$ cat src/rtl/core/spcm_pkg.sv
// Package of the sorted pair count merge unit: widths, codes and state type.
package spcm_pkg;

    localparam int QUEUE_DEPTH_DEF = 16;
    localparam int VERTEX_BITS_DEF = 32;

    localparam int FIELD_W   = 32;
    localparam int S_TDATA_W = 3 * FIELD_W;
    localparam int S_TUSER_W = 2;
    localparam int M_TDATA_W = 3 * FIELD_W;
    localparam int M_TUSER_W = 1;

    localparam int TUSER_CMD_BIT = 0;
    localparam int TUSER_HAS_BIT = 1;
    localparam int TUSER_OVF_BIT = 0;

    localparam logic CMD_LIST_A = 1'b0;
    localparam logic CMD_LIST_B = 1'b1;

    typedef enum logic [1:0] {
        ST_IDLE,
        ST_READ,
        ST_CMP,
        ST_SEND
    } spcm_state_t;

endpackage

$ cat src/rtl/core/sorted_pair_count_merge_unit.sv
// Sorted pair count merge unit: two FIFO-queued sorted lists merged by one compare/add unit.
//
//  channel | side   | tdata (low bit up)                     | tlast       | tuser (low bit up)
//  s_*     | input  | src_vertex, dst_vertex, sample_count   | end_of_list | cmd, has_entry
//  m_*     | output | out_src, out_dst, out_count            | is_final    | overflow_seen
//
//  An item with no result passes through accept, head read and compare.
//  Each result adds a send and a further compare; the steps are set by the
//  single compare/add unit behind the registered FIFO read port.
//  s_tready is high only while no item is in work.
//  Reset clears pointers, fill counts and flags; FIFO storage needs no clearing pass.
//  m_tready low holds the current beat; the sequencer waits in the send state.
module sorted_pair_count_merge_unit #(
    parameter int QUEUE_DEPTH = spcm_pkg::QUEUE_DEPTH_DEF,
    parameter int VERTEX_BITS = spcm_pkg::VERTEX_BITS_DEF
) (
    input  logic                          clk,
    input  logic                          rst_n,
    input  logic                          s_tvalid,
    output logic                          s_tready,
    input  logic [spcm_pkg::S_TDATA_W-1:0] s_tdata,  // src_vertex, dst_vertex, sample_count
    input  logic                          s_tlast,
    input  logic [spcm_pkg::S_TUSER_W-1:0] s_tuser,  // cmd, has_entry
    output logic                          m_tvalid,
    input  logic                          m_tready,
    output logic [spcm_pkg::M_TDATA_W-1:0] m_tdata,  // out_src, out_dst, out_count
    output logic                          m_tlast,
    output logic [spcm_pkg::M_TUSER_W-1:0] m_tuser   // overflow_seen
);
    import spcm_pkg::*;

    localparam int PTR_W  = $clog2(QUEUE_DEPTH);
    localparam int FILL_W = $clog2(QUEUE_DEPTH + 1);
    localparam int KEY_W  = 2 * VERTEX_BITS;

    localparam logic [PTR_W-1:0]  PTR_LAST = PTR_W'(QUEUE_DEPTH - 1);
    localparam logic [FILL_W-1:0] FILL_MAX = FILL_W'(QUEUE_DEPTH);

    spcm_state_t state_reg, state_next;

    logic [KEY_W-1:0]   a_key_mem [QUEUE_DEPTH];
    logic [FIELD_W-1:0] a_cnt_mem [QUEUE_DEPTH];
    logic [KEY_W-1:0]   b_key_mem [QUEUE_DEPTH];
    logic [FIELD_W-1:0] b_cnt_mem [QUEUE_DEPTH];

    logic [KEY_W-1:0]   a_key_rd_reg, b_key_rd_reg;
    logic [FIELD_W-1:0] a_cnt_rd_reg, b_cnt_rd_reg;

    logic [PTR_W-1:0]  a_head_reg, a_head_next, a_tail_reg, a_tail_next;
    logic [PTR_W-1:0]  b_head_reg, b_head_next, b_tail_reg, b_tail_next;
    logic [FILL_W-1:0] a_fill_reg, a_fill_next, b_fill_reg, b_fill_next;
    logic              a_ended_reg, a_ended_next, b_ended_reg, b_ended_next;
    logic              ovf_reg, ovf_next;
    logic              m_tvalid_reg, m_tvalid_next;

    logic [FIELD_W-1:0] out_src_reg, out_src_next;
    logic [FIELD_W-1:0] out_dst_reg, out_dst_next;
    logic [FIELD_W-1:0] out_cnt_reg, out_cnt_next;
    logic               out_last_reg, out_last_next;

    logic               in_acc;
    logic               in_cmd, in_has;
    logic [KEY_W-1:0]   in_key;
    logic [FIELD_W-1:0] in_cnt;
    logic               push_a, push_b;

    logic               fa, fb, both, a_lt, keys_eq;
    logic               pop_a, pop_b, emit, final_emit, marker;
    logic [FIELD_W:0]   sum_wide;
    logic [FIELD_W-1:0] sum_sat;
    logic [KEY_W-1:0]   res_key;
    logic [FIELD_W-1:0] res_cnt;
    logic [FILL_W-1:0]  a_fill_after, b_fill_after;

    // Input beat decode
    assign in_acc = s_tvalid && s_tready;
    assign in_cmd = s_tuser[TUSER_CMD_BIT];
    assign in_has = s_tuser[TUSER_HAS_BIT];
    assign in_key = {s_tdata[VERTEX_BITS-1:0], s_tdata[FIELD_W +: VERTEX_BITS]};
    assign in_cnt = s_tdata[2*FIELD_W +: FIELD_W];

    assign push_a = in_acc && in_has && (in_cmd == CMD_LIST_A) && (a_fill_reg != FILL_MAX);
    assign push_b = in_acc && in_has && (in_cmd == CMD_LIST_B) && (b_fill_reg != FILL_MAX);

    // Shared compare/add unit on the two FIFO heads
    assign fa      = a_fill_reg != '0;
    assign fb      = b_fill_reg != '0;
    assign both    = fa && fb;
    assign a_lt    = a_key_rd_reg < b_key_rd_reg;
    assign keys_eq = a_key_rd_reg == b_key_rd_reg;

    assign pop_a = both ? (a_lt || keys_eq) : (fa && b_ended_reg);
    assign pop_b = both ? !a_lt : (!fa && fb && a_ended_reg);
    assign emit  = pop_a || pop_b;

    assign sum_wide = {1'b0, a_cnt_rd_reg} + {1'b0, b_cnt_rd_reg};
    assign sum_sat  = sum_wide[FIELD_W] ? '1 : sum_wide[FIELD_W-1:0];
    assign res_key  = pop_a ? a_key_rd_reg : b_key_rd_reg;
    assign res_cnt  = (pop_a && pop_b) ? sum_sat : (pop_a ? a_cnt_rd_reg : b_cnt_rd_reg);

    assign a_fill_after = a_fill_reg - FILL_W'(pop_a);
    assign b_fill_after = b_fill_reg - FILL_W'(pop_b);
    assign final_emit   = a_ended_reg && b_ended_reg
                          && (a_fill_after == '0) && (b_fill_after == '0);
    assign marker       = !emit && a_ended_reg && b_ended_reg && !fa && !fb;

    // Next state
    always_comb
    begin
        state_next = state_reg;
        case (state_reg)
            ST_IDLE:
            begin
                if (in_acc)
                begin
                    state_next = ST_READ;
                end
            end
            ST_READ:
            begin
                state_next = ST_CMP;
            end
            ST_CMP:
            begin
                if (emit || marker)
                begin
                    state_next = ST_SEND;
                end
                else
                begin
                    state_next = ST_IDLE;
                end
            end
            ST_SEND:
            begin
                if (m_tready)
                begin
                    state_next = ST_CMP;
                end
            end
            default:
            begin
                state_next = ST_IDLE;
            end
        endcase
    end

    // Datapath and queue bookkeeping
    always_comb
    begin
        a_head_next   = a_head_reg;
        a_tail_next   = a_tail_reg;
        a_fill_next   = a_fill_reg;
        b_head_next   = b_head_reg;
        b_tail_next   = b_tail_reg;
        b_fill_next   = b_fill_reg;
        a_ended_next  = a_ended_reg;
        b_ended_next  = b_ended_reg;
        ovf_next      = ovf_reg;
        m_tvalid_next = m_tvalid_reg;
        out_src_next  = out_src_reg;
        out_dst_next  = out_dst_reg;
        out_cnt_next  = out_cnt_reg;
        out_last_next = out_last_reg;
        case (state_reg)
            ST_IDLE:
            begin
                if (in_acc)
                begin
                    if (push_a)
                    begin
                        a_tail_next = (a_tail_reg == PTR_LAST) ? '0 : a_tail_reg + PTR_W'(1);
                        a_fill_next = a_fill_reg + FILL_W'(1);
                    end
                    if (push_b)
                    begin
                        b_tail_next = (b_tail_reg == PTR_LAST) ? '0 : b_tail_reg + PTR_W'(1);
                        b_fill_next = b_fill_reg + FILL_W'(1);
                    end
                    if (in_has && !push_a && !push_b)
                    begin
                        ovf_next = 1'b1;
                    end
                    if (s_tlast && (in_cmd == CMD_LIST_A))
                    begin
                        a_ended_next = 1'b1;
                    end
                    if (s_tlast && (in_cmd == CMD_LIST_B))
                    begin
                        b_ended_next = 1'b1;
                    end
                end
            end
            ST_CMP:
            begin
                if (emit)
                begin
                    out_src_next  = FIELD_W'(res_key[KEY_W-1 -: VERTEX_BITS]);
                    out_dst_next  = FIELD_W'(res_key[VERTEX_BITS-1:0]);
                    out_cnt_next  = res_cnt;
                    out_last_next = final_emit;
                    m_tvalid_next = 1'b1;
                    a_fill_next   = a_fill_after;
                    b_fill_next   = b_fill_after;
                    if (pop_a)
                    begin
                        a_head_next = (a_head_reg == PTR_LAST) ? '0 : a_head_reg + PTR_W'(1);
                    end
                    if (pop_b)
                    begin
                        b_head_next = (b_head_reg == PTR_LAST) ? '0 : b_head_reg + PTR_W'(1);
                    end
                    if (final_emit)
                    begin
                        a_ended_next = 1'b0;
                        b_ended_next = 1'b0;
                    end
                end
                else if (marker)
                begin
                    out_src_next  = '0;
                    out_dst_next  = '0;
                    out_cnt_next  = '0;
                    out_last_next = 1'b1;
                    m_tvalid_next = 1'b1;
                    a_ended_next  = 1'b0;
                    b_ended_next  = 1'b0;
                end
            end
            ST_SEND:
            begin
                if (m_tready)
                begin
                    m_tvalid_next = 1'b0;
                end
            end
            default:
            begin
                m_tvalid_next = m_tvalid_reg;
            end
        endcase
    end

    // Outputs
    always_comb
    begin
        s_tready = (state_reg == ST_IDLE);
        m_tvalid = m_tvalid_reg;
        m_tdata  = {out_cnt_reg, out_dst_reg, out_src_reg};
        m_tlast  = out_last_reg;
        m_tuser  = M_TUSER_W'(ovf_reg);
    end

    // FIFO storage: write at tail on push, registered read at head every cycle
    always_ff @(posedge clk)
    begin
        if (push_a)
        begin
            a_key_mem[a_tail_reg] <= in_key;
            a_cnt_mem[a_tail_reg] <= in_cnt;
        end
        if (push_b)
        begin
            b_key_mem[b_tail_reg] <= in_key;
            b_cnt_mem[b_tail_reg] <= in_cnt;
        end
        a_key_rd_reg <= a_key_mem[a_head_reg];
        a_cnt_rd_reg <= a_cnt_mem[a_head_reg];
        b_key_rd_reg <= b_key_mem[b_head_reg];
        b_cnt_rd_reg <= b_cnt_mem[b_head_reg];
    end

    // Output payload
    always_ff @(posedge clk)
    begin
        out_src_reg  <= out_src_next;
        out_dst_reg  <= out_dst_next;
        out_cnt_reg  <= out_cnt_next;
        out_last_reg <= out_last_next;
    end

    // Control state
    always_ff @(posedge clk or negedge rst_n)
    begin
        if (!rst_n)
        begin
            state_reg    <= ST_IDLE;
            a_head_reg   <= '0;
            a_tail_reg   <= '0;
            a_fill_reg   <= '0;
            b_head_reg   <= '0;
            b_tail_reg   <= '0;
            b_fill_reg   <= '0;
            a_ended_reg  <= 1'b0;
            b_ended_reg  <= 1'b0;
            ovf_reg      <= 1'b0;
            m_tvalid_reg <= 1'b0;
        end
        else
        begin
            state_reg    <= state_next;
            a_head_reg   <= a_head_next;
            a_tail_reg   <= a_tail_next;
            a_fill_reg   <= a_fill_next;
            b_head_reg   <= b_head_next;
            b_tail_reg   <= b_tail_next;
            b_fill_reg   <= b_fill_next;
            a_ended_reg  <= a_ended_next;
            b_ended_reg  <= b_ended_next;
            ovf_reg      <= ovf_next;
            m_tvalid_reg <= m_tvalid_next;
        end
    end

endmodule

$ cat config.mk
export PLATFORM = sky130hd
export DESIGN_NAME = sorted_pair_count_merge_unit
export DESIGN_NICKNAME = d
export VERILOG_FILES = /design/src/rtl/core/spcm_pkg.sv /design/src/rtl/core/sorted_pair_count_merge_unit.sv
export SDC_FILE = /design/constraint.sdc
export NUM_CORES = 2
export LEC_CHECK = 0
export BUFFER_PORTS_ARGS = -buffer_cell sky130_fd_sc_hd__clkbuf_2
export CAP_MARGIN = 20
export CORE_ASPECT_RATIO = 0.5
export CORE_MARGIN = 2
export CORE_UTILIZATION = 56
export DETAILED_ROUTE_END_ITERATION = 12
export MAX_ROUTING_LAYER = met4
export PLACE_DENSITY = 0.74
export SLEW_MARGIN = 0
export SYNTH_ARGS = -nofsm -noshare
export SYNTH_HDL_FRONTEND = slang
export SYNTH_SLANG_ARGS = --single-unit
$ cat constraint.sdc
create_clock -name clk -period 11.1 [get_ports clk]
set_input_delay 1.11 -clock clk [delete_from_list [all_inputs] [get_ports clk]]
set_output_delay 1.11 -clock clk [all_outputs]
set_load 0.05 [all_outputs]
# Word level (Yosys, flattened, before mapping)
# Memory sizes are Yosys's and may differ from the RTL's. A register that Yosys moved wholly into a read port is not among the register bits.
# Index checks and enable logic that the tools add are counted.
[classes]
n_lt_le_gt_ge = 1
n_addsub = 9
muxes = 44
n_reduce_logical = 51
bitwise_logic = 1
eq_ne = 19
[ops]
columns = ["op", "n"]
rows = [
  ["two-way mux 32 bit", 7],
  ["equality test 64 bit", 1],
  ["< comparator 64 bit", 1],
  ["two-way mux 64 bit", 1],
  ["adder 32 x 32 -> 33 bit", 1],
  ["two-way mux 5 bit", 6],
  ["logical AND 1 bit", 22],
  ["one-hot mux 5 bit (2 select lines)", 2],
  ["AND reduction 3 bit", 6],
  ["two-way mux 1 bit", 17],
  ["adder 4 x 1 -> 4 bit, second input constant", 4],
  ["equality test 4 bit, second input constant", 4],
  ["two-way mux 4 bit", 4],
  ["adder 5 x 1 -> 5 bit, second input constant", 2],
  ["logical NOT 5 bit", 2],
  ["!= test 2 x 1 -> 1 bit, second input constant", 5],
  ["!= test 5 bit, second input constant", 2],
  ["AND reduction 5 bit", 2],
  ["nonzero test 5 bit", 2],
  ["subtractor 5 x 1 -> 5 bit", 2],
  ["one-hot mux 2 bit (4 select lines)", 1],
  ["AND reduction 4 bit", 2],
  ["logical NOT 1 bit", 6],
  ["two-way mux 2 bit", 3],
  ["other kinds (10)", 20],
]
[totals]
inputBits = 103
elab_cells = 144
reg_bits = 129
n_memories = 4
output_inout_bits = 100
ram_bits = 3072
[memory_table]
columns = ["memory", "depth", "word_bits", "rd", "rd_clocked_by_memory_dff", "wr", "line", "rtl"]
rows = [
  ["a_key_mem", 16, 64, 1, 1, 1, "sorted_pair_count_merge_unit.sv:41", "logic [KEY_W-1:0] a_key_mem [QUEUE_DEPTH];"],
  ["b_key_mem", 16, 64, 1, 1, 1, "sorted_pair_count_merge_unit.sv:43", "logic [KEY_W-1:0] b_key_mem [QUEUE_DEPTH];"],
  ["a_cnt_mem", 16, 32, 1, 1, 1, "sorted_pair_count_merge_unit.sv:42", "logic [FIELD_W-1:0] a_cnt_mem [QUEUE_DEPTH];"],
  ["b_cnt_mem", 16, 32, 1, 1, 1, "sorted_pair_count_merge_unit.sv:44", "logic [FIELD_W-1:0] b_cnt_mem [QUEUE_DEPTH];"],
]

# Depth between registers and ports, before layout
[logic_depth]
word_depth = 14
ltp_mapped = 19
ltp_nobuf = 18

# Least setup slack after synthesis
# Ideal clock, no wire load.
[synth_path]
path_type = "input-to-reg"
startpoint = "in s_tuser[0] in the netlist's numbering"
endpoint = "mem a_cnt_mem[0][0], enable pin"
arrival_time_ns = 10.866
setup_slack_ns = -0.557
cell_stages = 3
required_ns = 10.309
setup_time_ns = 0.791
path_buffers = 0
cell_sequence = "a311oi_1 -> nand3_1 -> nor4_1"
[synth_between]
elab_chain_len = 5
[synth_rtl]
columns = ["item", "line", "rtl"]
rows = [
  ["from (decl)", "sorted_pair_count_merge_unit.sv:23", "input logic [spcm_pkg::S_TUSER_W-1:0] s_tuser,"],
  ["inverter 1 bit", "sorted_pair_count_merge_unit.sv:82", "assign push_a = in_acc && in_has && (in_cmd == CMD_LIST_A) && (a_fill_reg != FILL_MAX);"],
  ["logical AND 1 bit (2 in series)", "sorted_pair_count_merge_unit.sv:82", ""],
  ["two-way mux 1 bit", "sorted_pair_count_merge_unit.sv:257", "if (push_a)"],
  ["two-way mux 1 bit (implied by the code)", "sorted_pair_count_merge_unit.sv:260", "a_cnt_mem[a_tail_reg] <= in_cnt;"],
  ["to (decl)", "sorted_pair_count_merge_unit.sv:42", ""],
]
# No other way between the ends.

# Worst setup path after layout
[layout_path]
startpoint = "reg b_key_rd_reg[59] (read register of b_key_mem)"
endpoint = "reg a_ended_reg"
[layout_between]
elab_chain_len = 11
elab_cells_between_ends = 23
classes_between = "add/sub: 2; order compare: 1; eq/ne: 3; mux: 4; reduce/logical: 13"
[layout_rtl]
columns = ["item", "line", "rtl"]
rows = [
  ["from (decl)", "sorted_pair_count_merge_unit.sv:46", "logic [KEY_W-1:0] a_key_rd_reg, b_key_rd_reg;"],
  ["branches (longest 11 deep; another with < comparator 64 bit)", "n/a", ""],
  ["to (signal assigned)", "sorted_pair_count_merge_unit.sv:308", "a_ended_reg <= a_ended_next;"],
  ["to (decl)", "sorted_pair_count_merge_unit.sv:52", "logic a_ended_reg, a_ended_next, b_ended_reg, b_ended_next;"],
]
# Parallel ways; which one is timed is not known.
# A chain may end at the register's enable or synchronous reset.

==> summary.txt <==
Detailed routing
  – WL/cell: 34.8 um
  – Wirelength, routed: 318000 um
  – Detailed-route via count: 61.4k
  – ANT nets after route: 0
  – Via density per instance: 6.73
  – Pre-Repair DR Iteration Count: 6
  – DR DRC count: 0
  – DR iter-0 viols: 9659

Final layout
  – Top Registers: a_key_mem (1024), b_key_mem (1024)
  – Fill cells: 14.6k
  – Final nets: 6020
  – Synth-to-layout area growth: 11.1%
  – Most frequent cells in the layout: edfxtp_1 (3169), mux4_2 (960), clkbuf_16 (296)
  – Commonest non-fill, non-tap cell in the layout: edfxtp_1
  – Share of post-route cells with drive strength above 1: 28.8%

Yosys
  – Post-Syn Area per Cell: 23.5 um^2
  – Netlist Area Pre-Place: 0.129 mm^2
  – Synth top area share: 74.1%
  – #FFs+latches synth: 3393
  – Top FF cell, synth: edfxtp_1
  – Synth Area in Simple Gates: 1.24%
  – Synth cell types: 76
  – Biggest area consumer among synthesized cells: edfxtp_1
  – EDFF count, synth: 3169
  – Top area cells in the synthesized netlist: edfxtp_1 (74%), mux4_2 (17%), dfxtp_1 (3.0%)
  – Mapped Cells: 5463
  – Largest family of logic cells by synthesized area: multiplexers
  – Mux cell area share after synthesis: 16.9%
  – Async S/R FF share, synth: 0.943%
  – Synthesis Warnings: 0
  – Synth Area in XOR/XNOR: 0.204%
  – Sequential-to-total area share from yosys stat: 77.7%
  – Compound-Gate Fraction of Synth Area: 1.76%
  – Mapped Nets: 5681
  – Post-synthesis adder-cell area fraction: 1.13%

Timing
  – Final hold viol count: 0
  – Minimum clock period after layout: 5.60 ns
  – Final setup vio count: 0
  – Slew HR: 19.3%
  – RSZ-0062 raised after global routing: no
  – Worst-margin pin slew: 1.21 ns
  – F_max: 179 MHz
  – Final setup skew: 0.0451 ns
  – Final Max Slew Viols: 0
  – Final worst path period share: 50.5%
  – Worst setup margin: 5.50 ns

Floorplan
  – Initial Util: 56.3%
  – # IOs: 203
  – Die width: 681 um
  – Core footprint: 0.228 mm^2
  – Die footprint: 0.234 mm^2
  – Die Y: 343 um
  – Row cnt: 124

Clock tree
  – Reg clk slew, reported paths: 0.07 ns
  – Max clock buf depth: 4
  – TritonCTS buffer count: 289
  – CTS Hold Bufs: 0
  – Quantity of gates resized following cts: 0
  – Root buffer cell: clkbuf_16
  – Post-CTS setup buffers: 0
  – Clock latency at the later pin of the worst-skew pair: 0.86 ns
  – Num Clock Sinks: 3393
  – H-tree depth: 5
  – CTS tree: done

Global routing
  – Vias in the first global route: 61.7k
  – Largest net degree at the start of global routing: 131
  – Initial antenna violation count: 26
  – Global Route Usage Sum: 28.3%
  – First-pass GRT wire length: 454000 um
  – Overflow after GRT: 0

Pwr
  – Static Leak: 45.4 nW
  – Overall Power: 36.8 mW
  – PwrDens: 258 mW/mm^2
  – Worst-case vdd ir drop: 0.320 mV

Setup path
  – Crit Path Max Fanout: 53
  – Cells on worst reg2reg path: 17
  – CP endpoint kind: register
  – Setup CP Type: register to register
  – Worst reg2reg startpoint: b_key_rd_reg[59]
  – Crit start category: register
  – Reg-to-reg endpoint: a_ended_reg
  – Worst EP required: 11.83 ns
  – R2r setup slk: 5.50 ns
  – Arr. time, crit path: 6.33 ns

Place
  – I/O Buffers: 202
  – HPWL Detailed: 164000 um
  – GPL Wtd Cong: 0.867
  – DP Worst Slack: 5.81 ns

Status
  – Outcome: completed

Min path
  – HP Class: input port to asynchronous set/reset pin

Job
  – MaxCap Viol Count: 0
-- kinds of logic (layout without fill, tap and decap cells) --
family | count (synthesis) | in the layout
AO/OA/AOI/OAI | 303 | 303
XOR/XNOR | 30 | 30
adder cells (fa/ha/maj) | 115 | 115
buffers and inverters | 353 | 909
flip-flops | 3393 | 3393
multiplexers | 967 | 967
other | 0 | 23
AND/OR/NAND/NOR | 302 | 302
-- metrics by stage --
stage	utilization, %	setup TNS (ns)	cells	area [um^2]	hold WS (ns)
after global routing	62.5	0	9125	143000	0.399
after detailed placement	58.4	0	8598	133000	0.527
after CTS	62.5	0	9106	143000	0.345
final	62.5	0	9129	143000	0.361
after global placement	58.4	0	8598	133000	0.490
after floorplan	-	-214.01	5463	129000	0.467
-- cell usage after synthesis (15+ instances only) --
master and instances:
a21o_1 19, a21oi_1 56, a22o_1 65, a32o_1 27, and2_1 22, and3_1 15
buf_1 70, clkbuf_1 172, dfrtp_1 32, dfxtp_1 192, edfxtp_1 3169, ha_1 114
inv_1 91, mux4_2 960, nand2_1 67, nand2b_1 33, nand3_1 41, nand4_1 18
nor2_1 41, nor3_1 23, o21ai_0 48, xor2_1 17
-- critical path, cell delays in order (launching register included) --
cell and delay [ns]:
dfxtp_1 0.34, inv_1 0.06, ha_1 0.32, nand4_2 0.19
nor4_2 0.53, nand4_1 0.43, or3_1 0.48, o2111ai_1 0.60
nand2_4 0.56, ha_1 0.45, ha_1 0.28, xor2_1 0.17
nor3_1 0.17, and4_1 0.21, nand4_1 0.12, a2bb2o_1 0.29
o21ai_0 0.19, nand2_1 0.07
-- power breakdown --
part | internal, mW | switching [mW] | total, mW
sequential | 14.9 | 0.880 | 15.8
combinational | 4.99 | 5.96 | 11.0
clock | 5.56 | 4.55 | 10.1
total | 25.4 | 11.4 | 36.8
-- layer usage --
metal / GRT usage [%] / part of all wire (%) / up-vias / routed length (um)
met1: 40.5 / 38 / 32800 / 121000
met5: - / 0 / - / 0
met4: 7.81 / 2.8 / 0 / 9020
met2: 42.9 / 48 / 4024 / 153000
met3: 4.84 / 11 / 575 / 34800
li1: - / - / 24000 / -
-- layout make-up --
| cell class | instances | area, um^2 | share of cell area [%] |
|---|---|---|---|
| well taps | 3087 | 3860 | 2.71 |
| clock buffers | 381 | 7980 | 5.59 |
| multi-input cells | 1717 | 27400 | 19.2 |
| inverters | 92 | 348 | 0.244 |
| flip-flops and latches | 3393 | 99800 | 69.9 |
| diodes | 23 | 57.6 | 0.0403 |
| repair buffers | 309 | 1990 | 1.39 |
| clock inverters | 127 | 1270 | 0.891 |
-- worst max-delay path by stage --
stage / startpoint / to / slack (ns)
final: b_key_rd_reg[59] / a_ended_reg / 5.50
after global routing: b_key_rd_reg[58] / a_ended_reg / 5.35
after CTS: b_key_rd_reg[61] / b_ended_reg / 5.72
after detailed placement: b_key_rd_reg[60] / b_ended_reg / 5.81
after global placement: b_key_rd_reg[13] / b_ended_reg / 5.82
after floorplan: s_tuser[0] / a_cnt_mem[0][0] / -0.56
Power figures use the tool's default switching activity.
